## config.mk

```make
export PLATFORM = sky130hd
export DESIGN_NAME = csv_record_tokenizer
export DESIGN_NICKNAME = d
export VERILOG_FILES = /design/src/rtl/csvrt_pkg.sv /design/src/rtl/csvrt_core.sv /design/src/rtl/csvrt_outq.sv /design/src/rtl/csv_record_tokenizer.sv
export SDC_FILE = /design/constraint.sdc
export NUM_CORES = 1
export LEC_CHECK = 0
export BUFFER_PORTS_ARGS = -buffer_cell sky130_fd_sc_hd__buf_2
export CAP_MARGIN = 10
export CORE_ASPECT_RATIO = 1.5
export CORE_UTILIZATION = 51
export CTS_BUF_LIST = sky130_fd_sc_hd__clkbuf_16
export DETAILED_ROUTE_END_ITERATION = 7
export PLACE_DENSITY = 0.79
export SYNTH_ARGS = -nofsm -noshare
export SYNTH_HDL_FRONTEND = slang
export SYNTH_HIERARCHICAL = 1
export SYNTH_SLANG_ARGS = --single-unit
export TNS_END_PERCENT = 50
```

## constraint.sdc

```tcl
create_clock -name clk -period 19.37 [get_ports clk]
set_input_delay 1.937 -clock clk [delete_from_list [all_inputs] [get_ports clk]]
set_output_delay 1.937 -clock clk [all_outputs]
set_load 0.02 [all_outputs]
```

## src/rtl/csvrt_pkg.sv

```systemverilog
// ----------------------------------------------------------------------------
// csvrt_pkg
// Shared types and constants of the CSV record tokenizer: transaction
// payloads, result kinds, error codes, scan modes and character codes.
// ----------------------------------------------------------------------------
package csvrt_pkg;

	localparam int FIELD_BUFFER_LEN_DEF = 128;
	localparam int ROW_COUNT_BITS_DEF   = 24;

	localparam int ROWS_W    = 24;
	localparam int ACCOUNT_W = 30;

	localparam int ID_MAX_LEN   = 9;
	localparam int IBAN_MAX_LEN = 34;
	localparam int REF_MAX_LEN  = 100;
	localparam int LAST_FIELD   = 3;
	localparam int FIELD_SAT    = 4;

	localparam logic [7:0] CH_COMMA = 8'h2C;
	localparam logic [7:0] CH_QUOTE = 8'h22;
	localparam logic [7:0] CH_CR    = 8'h0D;
	localparam logic [7:0] CH_LF    = 8'h0A;
	localparam logic [7:0] CH_ZERO  = 8'h30;
	localparam logic [7:0] CH_NINE  = 8'h39;

	typedef enum logic [2:0] {
		K_CHAR      = 3'd0,
		K_FIELD_END = 3'd1,
		K_ROW_END   = 3'd2,
		K_ERROR     = 3'd3,
		K_DONE      = 3'd4
	} kind_t;

	typedef enum logic [3:0] {
		E_NONE         = 4'd0,
		E_QUOTE_UNQ    = 4'd1,
		E_AFTER_QUOTE  = 4'd2,
		E_NO_END_QUOTE = 4'd3,
		E_FIELD_LONG   = 4'd4,
		E_ID_LONG      = 4'd5,
		E_ID_NONNUM    = 4'd6,
		E_IBAN_LONG    = 4'd7,
		E_REF_LONG     = 4'd8,
		E_VALUE_COUNT  = 4'd9,
		E_NO_ROWS      = 4'd10
	} err_t;

	typedef enum logic [5:0] {
		M_START  = 6'b000001,
		M_PLAIN  = 6'b000010,
		M_QUOTED = 6'b000100,
		M_QSEEN  = 6'b001000,
		M_CRSEEN = 6'b010000,
		M_ENDED  = 6'b100000
	} mode_t;

	typedef struct packed {
		logic [7:0] data_byte;
		logic       carries_byte;
		logic       final_req;
	} in_t;

	typedef struct packed {
		kind_t                kind;
		logic [7:0]           field_char;
		logic [2:0]           field_number;
		logic [ACCOUNT_W-1:0] account_value;
		logic [ROWS_W-1:0]    rows_done;
		err_t                 error_code;
		logic                 last_of_run;
	} out_t;

	// Results caused by one input transaction, in order.
	typedef struct packed {
		logic [1:0]     cnt;
		out_t [2:0]     r;
	} bnd_t;

	typedef struct packed {
		logic load;
		bnd_t bundle;
	} load_t;

endpackage

```

## src/rtl/csvrt_core.sv

```systemverilog
// ----------------------------------------------------------------------------
// csvrt_core
// Scanner state and the single-pass decode of one registered input
// transaction into up to three results and the next scanner state.
// ----------------------------------------------------------------------------
module csvrt_core import csvrt_pkg::*; #(
	parameter int FIELD_BUFFER_LEN = FIELD_BUFFER_LEN_DEF,
	parameter int ROW_COUNT_BITS   = ROW_COUNT_BITS_DEF
) (
	input  logic clk,
	input  logic arst_n,
	input  logic advance,
	input  in_t  item_s1,
	output bnd_t bundle
);

	localparam int CNT_W = $clog2(FIELD_BUFFER_LEN);
	localparam int ROW_W = ROW_COUNT_BITS;

	typedef struct packed {
		mode_t                mode;
		logic [2:0]           pos;
		logic [CNT_W-1:0]     cnt;
		logic [ACCOUNT_W-1:0] acc;
		logic                 dbad;
		logic [ROW_W-1:0]     rows;
	} st_t;

	typedef struct packed {
		st_t  st;
		logic vld;
		out_t res;
	} step_t;

	typedef struct packed {
		st_t        st;
		logic [1:0] n;
		out_t       r0;
		out_t       r1;
	} fin_t;

	st_t   st_q;
	step_t byte_step;
	fin_t  fin_step;
	st_t   nxt;

	function automatic out_t mk(input st_t s, input kind_t k, input logic [7:0] ch,
			input err_t e);
		out_t        r;
		logic [31:0] rw;
		rw = 32'(s.rows);
		r.kind          = k;
		r.field_char    = ch;
		r.field_number  = s.pos;
		r.account_value = s.acc;
		r.rows_done     = rw[ROWS_W-1:0];
		r.error_code    = e;
		r.last_of_run   = 1'b0;
		return r;
	endfunction

	function automatic step_t none(input st_t s);
		step_t o;
		o.st  = s;
		o.vld = 1'b0;
		o.res = mk(s, K_CHAR, 8'h00, E_NONE);
		return o;
	endfunction

	function automatic step_t fail(input st_t s, input err_t e);
		step_t o;
		o.st      = s;
		o.st.mode = M_ENDED;
		o.vld     = 1'b1;
		o.res     = mk(s, K_ERROR, 8'h00, e);
		return o;
	endfunction

	function automatic err_t check(input st_t s);
		err_t e;
		e = E_NONE;
		if (s.pos == 3'd0) begin
			if (s.cnt > CNT_W'(ID_MAX_LEN))
				e = E_ID_LONG;
			else if (s.dbad)
				e = E_ID_NONNUM;
		end else if (s.pos == 3'd1) begin
			if (s.cnt > CNT_W'(IBAN_MAX_LEN))
				e = E_IBAN_LONG;
		end else if (s.pos == 3'(LAST_FIELD)) begin
			if (s.cnt > CNT_W'(REF_MAX_LEN))
				e = E_REF_LONG;
		end
		return e;
	endfunction

	function automatic step_t end_field(input st_t s, input logic row);
		step_t o;
		st_t   t;
		err_t  e;
		e     = check(s);
		o     = none(s);
		o.vld = 1'b1;
		o.res = mk(s, K_FIELD_END, 8'h00, E_NONE);
		t     = s;
		if (e != E_NONE) begin
			o = fail(s, e);
		end else if (!row) begin
			o.st.cnt  = '0;
			o.st.acc  = '0;
			o.st.dbad = 1'b0;
			if (s.pos < 3'(FIELD_SAT))
				o.st.pos = s.pos + 3'd1;
		end else if (s.pos != 3'(LAST_FIELD)) begin
			o = fail(s, E_VALUE_COUNT);
		end else begin
			if (t.rows != '1)
				t.rows = t.rows + ROW_W'(1);
			o.res  = mk(t, K_ROW_END, 8'h00, E_NONE);
			t.cnt  = '0;
			t.acc  = '0;
			t.dbad = 1'b0;
			t.pos  = '0;
			o.st   = t;
		end
		return o;
	endfunction

	function automatic step_t add_char(input st_t s, input logic [7:0] ch);
		step_t o;
		o = none(s);
		if (s.cnt >= CNT_W'(FIELD_BUFFER_LEN - 1)) begin
			o = fail(s, E_FIELD_LONG);
		end else begin
			if (s.pos == 3'd0) begin
				if ((ch >= CH_ZERO) && (ch <= CH_NINE)) begin
					if (s.cnt < CNT_W'(ID_MAX_LEN))
						o.st.acc = (s.acc << 3) + (s.acc << 1) + ACCOUNT_W'(ch - CH_ZERO);
				end else begin
					o.st.dbad = 1'b1;
				end
			end
			o.st.cnt = s.cnt + CNT_W'(1);
			o.vld    = 1'b1;
			o.res    = mk(o.st, K_CHAR, ch, E_NONE);
		end
		return o;
	endfunction

	function automatic step_t plain_byte(input st_t s, input logic [7:0] ch);
		step_t o;
		st_t   t;
		t = s;
		case (ch)
			CH_COMMA: begin
				t.mode = M_START;
				o = end_field(t, 1'b0);
			end
			CH_CR: begin
				t.mode = M_CRSEEN;
				o = end_field(t, 1'b1);
			end
			CH_LF: begin
				t.mode = M_START;
				o = end_field(t, 1'b1);
			end
			CH_QUOTE: begin
				o = fail(s, E_QUOTE_UNQ);
			end
			default: begin
				t.mode = M_PLAIN;
				o = add_char(t, ch);
			end
		endcase
		return o;
	endfunction

	function automatic step_t start_byte(input st_t s, input logic [7:0] ch);
		step_t o;
		if (ch == CH_QUOTE) begin
			o = none(s);
			o.st.mode = M_QUOTED;
		end else begin
			o = plain_byte(s, ch);
		end
		return o;
	endfunction

	function automatic step_t take_byte(input st_t s, input logic [7:0] ch);
		step_t o;
		st_t   t;
		t = s;
		case (s.mode)
			M_START:  o = start_byte(s, ch);
			M_PLAIN:  o = plain_byte(s, ch);
			M_QUOTED: begin
				if (ch == CH_QUOTE) begin
					o = none(s);
					o.st.mode = M_QSEEN;
				end else begin
					o = add_char(s, ch);
				end
			end
			M_QSEEN: begin
				case (ch)
					CH_QUOTE: begin
						t.mode = M_QUOTED;
						o = add_char(t, CH_QUOTE);
					end
					CH_COMMA: begin
						t.mode = M_START;
						o = end_field(t, 1'b0);
					end
					CH_CR: begin
						t.mode = M_CRSEEN;
						o = end_field(t, 1'b1);
					end
					CH_LF: begin
						t.mode = M_START;
						o = end_field(t, 1'b1);
					end
					default: o = fail(s, E_AFTER_QUOTE);
				endcase
			end
			M_CRSEEN: begin
				t.mode = M_START;
				// LF after CR completes a CRLF row end already counted
				if (ch == CH_LF)
					o = none(t);
				else
					o = start_byte(t, ch);
			end
			default: o = none(s);
		endcase
		return o;
	endfunction

	function automatic fin_t take_final(input st_t s);
		fin_t  f;
		step_t a;
		step_t b;
		st_t   t;
		t    = s;
		f.st = s;
		f.n  = 2'd0;
		f.r0 = mk(s, K_CHAR, 8'h00, E_NONE);
		f.r1 = f.r0;
		if (s.mode == M_QUOTED) begin
			a    = fail(s, E_NO_END_QUOTE);
			f.st = a.st;
			f.r0 = a.res;
			f.n  = 2'd1;
		end else if (s.mode != M_ENDED) begin
			// close an open row before the final count
			if ((s.mode == M_PLAIN) || (s.mode == M_QSEEN) ||
					((s.mode == M_START) && (s.pos != 3'd0))) begin
				t.mode = M_START;
				a      = end_field(t, 1'b1);
				t      = a.st;
				f.r0   = a.res;
				f.n    = 2'd1;
			end
			f.st = t;
			if (t.mode != M_ENDED) begin
				if (t.rows == '0) begin
					b = fail(t, E_NO_ROWS);
				end else begin
					b         = none(t);
					b.vld     = 1'b1;
					b.res     = mk(t, K_DONE, 8'h00, E_NONE);
					b.st.mode = M_ENDED;
				end
				f.st = b.st;
				if (f.n == 2'd0)
					f.r0 = b.res;
				else
					f.r1 = b.res;
				f.n = f.n + 2'd1;
			end
		end
		return f;
	endfunction

	always_comb begin
		if (item_s1.carries_byte)
			byte_step = take_byte(st_q, item_s1.data_byte);
		else
			byte_step = none(st_q);

		if (item_s1.final_req) begin
			fin_step = take_final(byte_step.st);
			nxt      = fin_step.st;
		end else begin
			fin_step.st = byte_step.st;
			fin_step.n  = 2'd0;
			fin_step.r0 = byte_step.res;
			fin_step.r1 = byte_step.res;
			nxt         = byte_step.st;
		end

		if (byte_step.vld) begin
			bundle.cnt  = fin_step.n + 2'd1;
			bundle.r[0] = byte_step.res;
			bundle.r[1] = fin_step.r0;
			bundle.r[2] = fin_step.r1;
		end else begin
			bundle.cnt  = fin_step.n;
			bundle.r[0] = fin_step.r0;
			bundle.r[1] = fin_step.r1;
			bundle.r[2] = fin_step.r1;
		end
	end

	always_ff @(posedge clk or negedge arst_n) begin
		if (!arst_n) begin
			st_q.mode <= M_START;
			st_q.pos  <= '0;
			st_q.cnt  <= '0;
			st_q.acc  <= '0;
			st_q.dbad <= 1'b0;
			st_q.rows <= '0;
		end else if (advance) begin
			st_q <= nxt;
		end
	end

`ifndef SYNTHESIS
	a_ended_sticky: assert property (@(posedge clk) disable iff (!arst_n)
		st_q.mode == M_ENDED |=> st_q.mode == M_ENDED)
		else $error("scanner left the ended mode");

	a_pos_sat: assert property (@(posedge clk) disable iff (!arst_n)
		st_q.pos <= 3'(FIELD_SAT))
		else $error("field position beyond saturation");

	a_cnt_limit: assert property (@(posedge clk) disable iff (!arst_n)
		st_q.cnt <= CNT_W'(FIELD_BUFFER_LEN - 1))
		else $error("field character count beyond buffer limit");
`endif

endmodule

```

## src/rtl/csvrt_outq.sv

```systemverilog
// ----------------------------------------------------------------------------
// csvrt_outq
// Result register: holds the up to three results of one transaction and
// hands them out one per cycle while token_stall is low, marking the last one.
// ----------------------------------------------------------------------------
module csvrt_outq import csvrt_pkg::*; (
	input  logic  clk,
	input  logic  arst_n,
	input  load_t ld,
	input  logic  token_stall,
	output logic  token_valid,
	output out_t  token,
	output logic  free
);

	out_t [2:0] slot_q;
	logic [1:0] cnt_q;
	logic [1:0] ptr_q;
	logic       pop;
	logic       last;

	assign token_valid = (cnt_q != 2'd0);
	assign last        = (ptr_q == cnt_q - 2'd1);
	assign pop         = token_valid && !token_stall;
	assign free        = !token_valid || (pop && last);

	always_comb begin
		token             = slot_q[ptr_q];
		token.last_of_run = last;
	end

	always_ff @(posedge clk) begin
		if (ld.load)
			slot_q <= ld.bundle.r;
	end

	always_ff @(posedge clk or negedge arst_n) begin
		if (!arst_n) begin
			cnt_q <= 2'd0;
			ptr_q <= 2'd0;
		end else if (ld.load) begin
			cnt_q <= ld.bundle.cnt;
			ptr_q <= 2'd0;
		end else if (pop) begin
			if (last) begin
				cnt_q <= 2'd0;
				ptr_q <= 2'd0;
			end else begin
				ptr_q <= ptr_q + 2'd1;
			end
		end
	end

`ifndef SYNTHESIS
	a_ptr_in_range: assert property (@(posedge clk) disable iff (!arst_n)
		token_valid |-> ptr_q < cnt_q)
		else $error("result pointer beyond loaded count");

	a_load_when_free: assert property (@(posedge clk) disable iff (!arst_n)
		ld.load |-> free && ld.bundle.cnt != 2'd0)
		else $error("results loaded over pending results");
`endif

endmodule

```

## src/rtl/csv_record_tokenizer.sv

```systemverilog
// ----------------------------------------------------------------------------
// csv_record_tokenizer
// Streaming CSV record tokenizer: at most one content byte per transaction, emits
// field characters, field ends, row ends, errors and a final done result.
// ----------------------------------------------------------------------------
// Path: an accepted transaction is held in the input register; its decoded
//   results are loaded into the result register and handed out from there.
// Throughput: one transaction per cycle while neither side stalls; a
//   transaction with several results holds the result register until all are handed out, one per cycle.
// Reset: arst_n clears the scanner state, row count and the valid flags of both registers.
module csv_record_tokenizer import csvrt_pkg::*; #(
	parameter int FIELD_BUFFER_LEN = FIELD_BUFFER_LEN_DEF,
	parameter int ROW_COUNT_BITS   = ROW_COUNT_BITS_DEF
) (
	input  logic clk,
	input  logic arst_n,
	input  logic item_valid,
	output logic item_stall,
	input  in_t  item,
	output logic token_valid,
	input  logic token_stall,
	output out_t token
);

	logic  valid_s1;
	in_t   item_s1;
	bnd_t  bundle;
	logic  free;
	logic  proc;
	load_t ld;

	// Advance an item once its results fit in the result register.
	assign proc       = valid_s1 && ((bundle.cnt == 2'd0) || free);
	assign item_stall = valid_s1 && !proc;
	assign ld.load    = proc && (bundle.cnt != 2'd0);
	assign ld.bundle  = bundle;

	always_ff @(posedge clk) begin
		if (item_valid && !item_stall)
			item_s1 <= item;
	end

	always_ff @(posedge clk or negedge arst_n) begin
		if (!arst_n) begin
			valid_s1 <= 1'b0;
		end else if (item_valid && !item_stall) begin
			valid_s1 <= 1'b1;
		end else if (proc) begin
			valid_s1 <= 1'b0;
		end
	end

	csvrt_core #(
		.FIELD_BUFFER_LEN (FIELD_BUFFER_LEN),
		.ROW_COUNT_BITS   (ROW_COUNT_BITS)
	) u_core (
		.clk     (clk),
		.arst_n  (arst_n),
		.advance (proc),
		.item_s1 (item_s1),
		.bundle  (bundle)
	);

	csvrt_outq u_outq (
		.clk         (clk),
		.arst_n      (arst_n),
		.ld          (ld),
		.token_stall (token_stall),
		.token_valid (token_valid),
		.token       (token),
		.free        (free)
	);

endmodule

```

==> flow_summary.toml, run 1 <==
[outcome]
status = "complete, no violations"

[setup_path]
worstSetupEndpointType = "primary output"
r2r_start = "u_core/st_q[55]$_DFFE_PN0P_"
reg2reg_setup_slack_ns = 11.30
crit_family = "compound AO/OA/AOI/OAI gates"
crit_arrival_ns = 6.83
critPathSlowestCell = "a21oi_1"
worst-r2r-cell-count = 24
max_stage_delay_ns = 0.77
cpMostUsedCell = "buf_4"
path_max_fanout = 19
path_buf_inv = 5
critPathLaunchType = "flop"
setup.worst_path.class = "flop to primary output"
r2r_end = "u_outq/slot_q[187]$_DFFE_PP_"
path_cells = "inv_1 > ha_1 > nor2b_1 > o221ai_4 > a32o_1 > buf_4 > a21oi_1 > nor3_2 > buf_4 > or4_1 > o211ai_1 > nor3_1 > a21o_1 > nor2_1 > a31oi_1 > buf_4 > ha_1 > nor2b_1 > o21ai_0 > a21oi_1 > o21ai_2 > nor2_1 > buf_2"
crit_start = "u_core/st_q[55]$_DFFE_PN0P_"
critical_path_required_ns = 17.43

[cts]
h-tree-depth = 1
cts-hold-fix-buffers = 0
cts_resized = 0
cts_buffers = 30
post-cts-setup-buffer-count = 0
clockBufferDepth = 3
clock_latency_ns = 0.61
cts-root-buf = "clkbuf_16"
cts.sinks = 302
clkTransAtPathRegs_ns = 0.08
cts_tree = "built"

[detailed_routing]
wirelength_um = 79800
ant_nets = 0
firstDrtPassIters = 6
route.met2.wl_um = 40200
drt-initial-drc-count = 2168
wl_met3_um = 5010
via_per_inst = 6.66
via_count = 19700
top_layer = "met5"
wl_per_cell_um = 27.0
drc_errors = 0
met1_length_um = 26200

[floorplanning]
fp.dieH_um = 254
rows = 91
die_x_um = 170
core_area_mm2 = 0.0414
start_util_pct = 52.0
io_pins = 89
die_area_mm2 = 0.0431

[sta]
rsz0062_at_grt = "false"
drv_slew = 0
slew_headroom_pct = 17.3
finalCritPeriodShare_pct = 45.3
tns_ns = 0
whs_ns = 0.533
setup_violations = 0
skew_ns = 0.0200
fin_crit_ns = 8.77
finalHoldViolCount = 0
fmax_mhz = 114
tightest_slew_ns = 1.23

[job]
max-cap-violations = 0

[placed_design]
dpl.hpwl_um = 57900
port_buffers = 88
gp_congestion = 1.04
dpl.cell_count = 2904

[global_route]
grt_pass1_vias = 19500
grt_max_degree = 85
antenna_found_initial = 1
overflow = 0
grt_pass1_wl_um = 118000
grt_use_total_pct = 37.1

[synthesis]
syn_avg_cell_area_um2 = 9.13
netlist_area_mm2 = 0.0215
yosysWarningCount = 6
syn_inst = 2359
synth_fp_nets = 2442

[worst_hold_path]
hold_path_startpoint = "u_core/st_q[63]$_DFFE_PN0P_"
min_path_cells = 0
hold_path.class = "flop to flop"
hold_end = "u_outq/slot_q[60]$_DFFE_PP_"

[layout]
fin_util_pct = 56.5
nets = 2462
drive_above_1_share_pct = 11.1
fillers = 3726
antenna_cells = 0
syn_to_final_growth_pct = 8.73
layout.cells.non_filler = 2961
multi_input_area_mm2 = 0.0118
seqCellArea_mm2 = 0.00869

[pwr]
irDropWorstVdd_v = 0.0000969
power.leakage_nw = 8.88
pwr_density_cell_mw_per_mm2 = 101
[routing by layer]
metal | vias up | global-route usage [%]
met5 | - | 0
met4 | 2 | 33.9
met3 | 375 | 5.65
met2 | 1000 | 65.7
met1 | 9507 | 37.4
li1 | 8838 | -
[area by class of cell]
type | instances | share of cell area, %
Tap cell | 558 | 2.98
Inverter | 103 | 1.65
Sequential cell | 302 | 37.1
Clock inverter | 26 | 1.23
Timing Repair Buffer | 142 | 3.65
Clock buffer | 30 | 3.20
Multi-Input combinational cell | 1800 | 50.2
[cell usage in the layout (no fill, tap or decap), drive strengths merged, types with 42 or more instances in the layout]
master / count
o22ai: 67
nand2: 269
nor2: 192
o21ai: 230
ha: 42
buf: 141
nor3: 53
dfrtp: 75
nand3: 54
mux2i: 91
xnor2: 89
a21oi: 141
inv: 111
edfxtp: 226
[worst max-delay path by stage]
stage / cells after the start / endpoint / slack (ns)
6_report: 23 / item_stall / 10.60
5_1_grt: 23 / item_stall / 10.25
4_1_cts: 23 / item_stall / 10.75
3_5_place_dp: 23 / item_stall / 11.44
3_3_place_gp: 23 / item_stall / 11.61
2_1_floorplan: 25 / u_outq/cnt_q[0]$_DFFE_PN0P_ / 4.94
[registers in the layout, indices dropped and copies added, names as in the netlist]
register and flops:
item_s1 10, u_core/st_q 71, u_outq/cnt_q 2, u_outq/ptr_q 2, u_outq/slot_q 216, valid_s1 1
[report_power, final]
group / internal, mW / switching, mW
registers: 0.733 / 0.0870
clock network: 0.343 / 0.277
logic: 0.312 / 0.602
total: 1.39 / 0.966
[stage by stage]
stage	worst slack [ns]	cell area (µm²)	power, mW
3_3_place_gp	11.61	22400	1.71
5_1_grt	10.25	23400	2.46
6_report	10.60	23400	2.35
2_1_floorplan	4.94	21500	1.44
3_5_place_dp	11.44	22400	1.73
4_1_cts	10.75	23400	2.35
Power figures use the tool's default switching activity.
==> run 2, diff against run 1 <==
- ABC_AREA: not set -> 1
- PLACE_DENSITY: 0.79 -> 0.81
- clock period: 19.37 -> 7.65 ns (I/O delays scaled with it)
==> run 2 against run 1 <==
The flow now finishes with violations (DRC). Global-route usage decreased by 0.51 points. Non-clock buffer count decreased by 5. Area after synthesis grew 10%. Die area up 10%. Synthesized cell count grew 40%. Cell area grew 8.4%. Flip-flop and latch count stayed put. Cell count grew 31%. Clock skew rose by 0.036 ns. Register-to-register slack got worse by 11 ns. Critical path depth up 11. Critical endpoint is now u_core/st_q[39]$_DFFE_PN0P_. Largest cell class unchanged.
==> flow_summary.toml, run 2 <==
[layout]
fillers = 4359
final_common_cell = "nand2_1"
reg_top3 = "u_outq/slot_q: 216 flops, u_core/st_q: 71 flops, item_s1: 10 flops"
fin_area_mm2 = 0.0254
drive_above_1_share_pct = 9.99
layout_common_cells = "710 x nand2_1, 390 x nor2_1, 352 x o21ai_0"
largest_reg_flops = 216
regMostFlops = "u_outq/slot_q"
nets = 3363
antenna_cells = 0
layout.cells.non_filler = 3890
fin_util_pct = 55.3
syn_to_final_growth_pct = 6.99

[detailed_routing]
drt-initial-drc-count = 3261
via_count = 24500
ant_nets = 0
wirelength_um = 86600
wl_per_cell_um = 22.3
firstDrtPassIters = 8
drc_errors = 7
via_per_inst = 6.29

[pwr]
pwr-share-seq_pct = 33.3
pwr_density_cell_mw_per_mm2 = 230
p_switching_mw = 2.54
irDropWorstVdd_v = 0.000291
power.share.clock_pct = 25.2
internal-power_mw = 3.31
power.total_mw = 5.85
swShare_pct = 43.4
comb_power_share_pct = 41.5
power.leakage_nw = 10.8

[cts]
post-cts-setup-buffer-count = 0
cts-root-buf = "clkbuf_16"
clkTransAtPathRegs_ns = 0.07
h-tree-depth = 1
cts_buffers = 28
cts_resized = 0
cts.sinks = 302
clockBufferDepth = 3
cts-hold-fix-buffers = 0
clock_latency_ns = 0.62
cts_tree = "built"

[placed_design]
port_buffers = 88
dpl.hpwl_um = 60100
dpl_cell_area_mm2 = 0.0244
dpl.cell_count = 3837
dp_slack_ns = 1.05
gp_congestion = 1.05

[floorplanning]
die_area_mm2 = 0.0474
io_pins = 89
fp.dieH_um = 266
core_area_mm2 = 0.0459
start_util_pct = 51.7
die_x_um = 178
rows = 96

[setup_path]
critical_path_required_ns = 8.13
setup.worst_path.class = "flop to flop"
critPathSlowestCell = "clkinv_2"
path_max_fanout = 34
cpMostUsedCell = "nand2_1"
max_stage_delay_ns = 0.50
critPathLaunchType = "flop"
worstSetupEndpointType = "flop"
crit_arrival_ns = 7.58

[sta]
tns_ns = 0
slew_headroom_pct = 10.9
fmax_mhz = 141
rsz0062_at_grt = "false"
finalCritPeriodShare_pct = 92.8
finalHoldViolCount = 0
whs_ns = 0.167
setup_violations = 0
tightest_slew_ns = 1.32
drv_slew = 0
worst_slack_ns = 0.552
skew_ns = 0.0561
fin_crit_ns = 7.10

[outcome]
status = "complete, but fails checks"
violations = "DRC"

[synthesis]
synth_fp_nets = 3378
syn_inst = 3295
netlist_area_mm2 = 0.0237
syn_avg_cell_area_um2 = 7.20
yosysWarningCount = 6

[global_route]
grt_pass1_wl_um = 131000
antenna_found_initial = 1
overflow = 0
grt_use_total_pct = 36.6
grt_pass1_vias = 23000
grt_max_degree = 91

[job]
max-cap-violations = 0

[worst_hold_path]
hold_path.class = "input port to async pin"
==> run 2: cell type report <==
| cell class | count | area [µm²] | share of cell area, % |
|---|---|---|---|
| Clock buffer | 28 | 701 | 2.76 |
| Clock inverter | 24 | 244 | 0.961 |
| Inverter | 353 | 1330 | 5.24 |
| Multi-Input combinational cell | 2458 | 12800 | 50.6 |
| Sequential cell | 302 | 8690 | 34.2 |
| Tap cell | 588 | 736 | 2.90 |
| Timing Repair Buffer | 137 | 836 | 3.29 |
==> run 2: worst paths after layout <==
kind / depth (start not counted) / from / endpoint / slack (ns)
max: 34 / item_s1[6]$_DFFE_PP_ / u_core/st_q[39]$_DFFE_PN0P_ / 0.55
min: 1 / arst_n / u_core/st_q[37]$_DFFE_PN0P_ / 0.17
max reg2reg: 34 / item_s1[6]$_DFFE_PP_ / u_core/st_q[39]$_DFFE_PN0P_ / 0.55
min reg2reg: 2 / u_outq/cnt_q[1]$_DFFE_PN0P_ / u_outq/cnt_q[1]$_DFFE_PN0P_ / 0.53
max in group asynchronous: 2 / arst_n / u_outq/ptr_q[0]$_DFFE_PN0P_ / 6.45
min in group clk: 1 / item[9] / item_s1[9]$_DFFE_PP_ / 0.32
==> run 2: metal layers <==
layer	vias up	GRT usage (%)	wire length, µm
li1	11200	-	-
met1	11300	38.9	28200
met2	1500	60.5	40900
met3	496	8.48	8650
met4	0	31.9	8760
met5	-	0	0
==> run 2: worst max-delay path: cells and delay by family (launching register included) <==
kind | cells | cell delay (ns)
adder cells (fa/ha/maj) | 2 | 0.49
AO/OA/AOI/OAI | 4 | 0.81
buffers and inverters | 10 | 1.99
flip-flops | 1 | 0.42
AND/OR/NAND/NOR | 17 | 3.01
XOR/XNOR | 1 | 0.17
==> run 2: power groups by stage <==
stage	Clock (mW)	Sequential, mW	Combinational [mW]
final	1.47	1.95	2.43
after global placement	0	1.98	2.33
after detailed placement	0	1.98	2.36
after global routing	1.53	1.95	2.67
after CTS	1.48	1.94	2.37
after floorplan	0	1.91	1.71
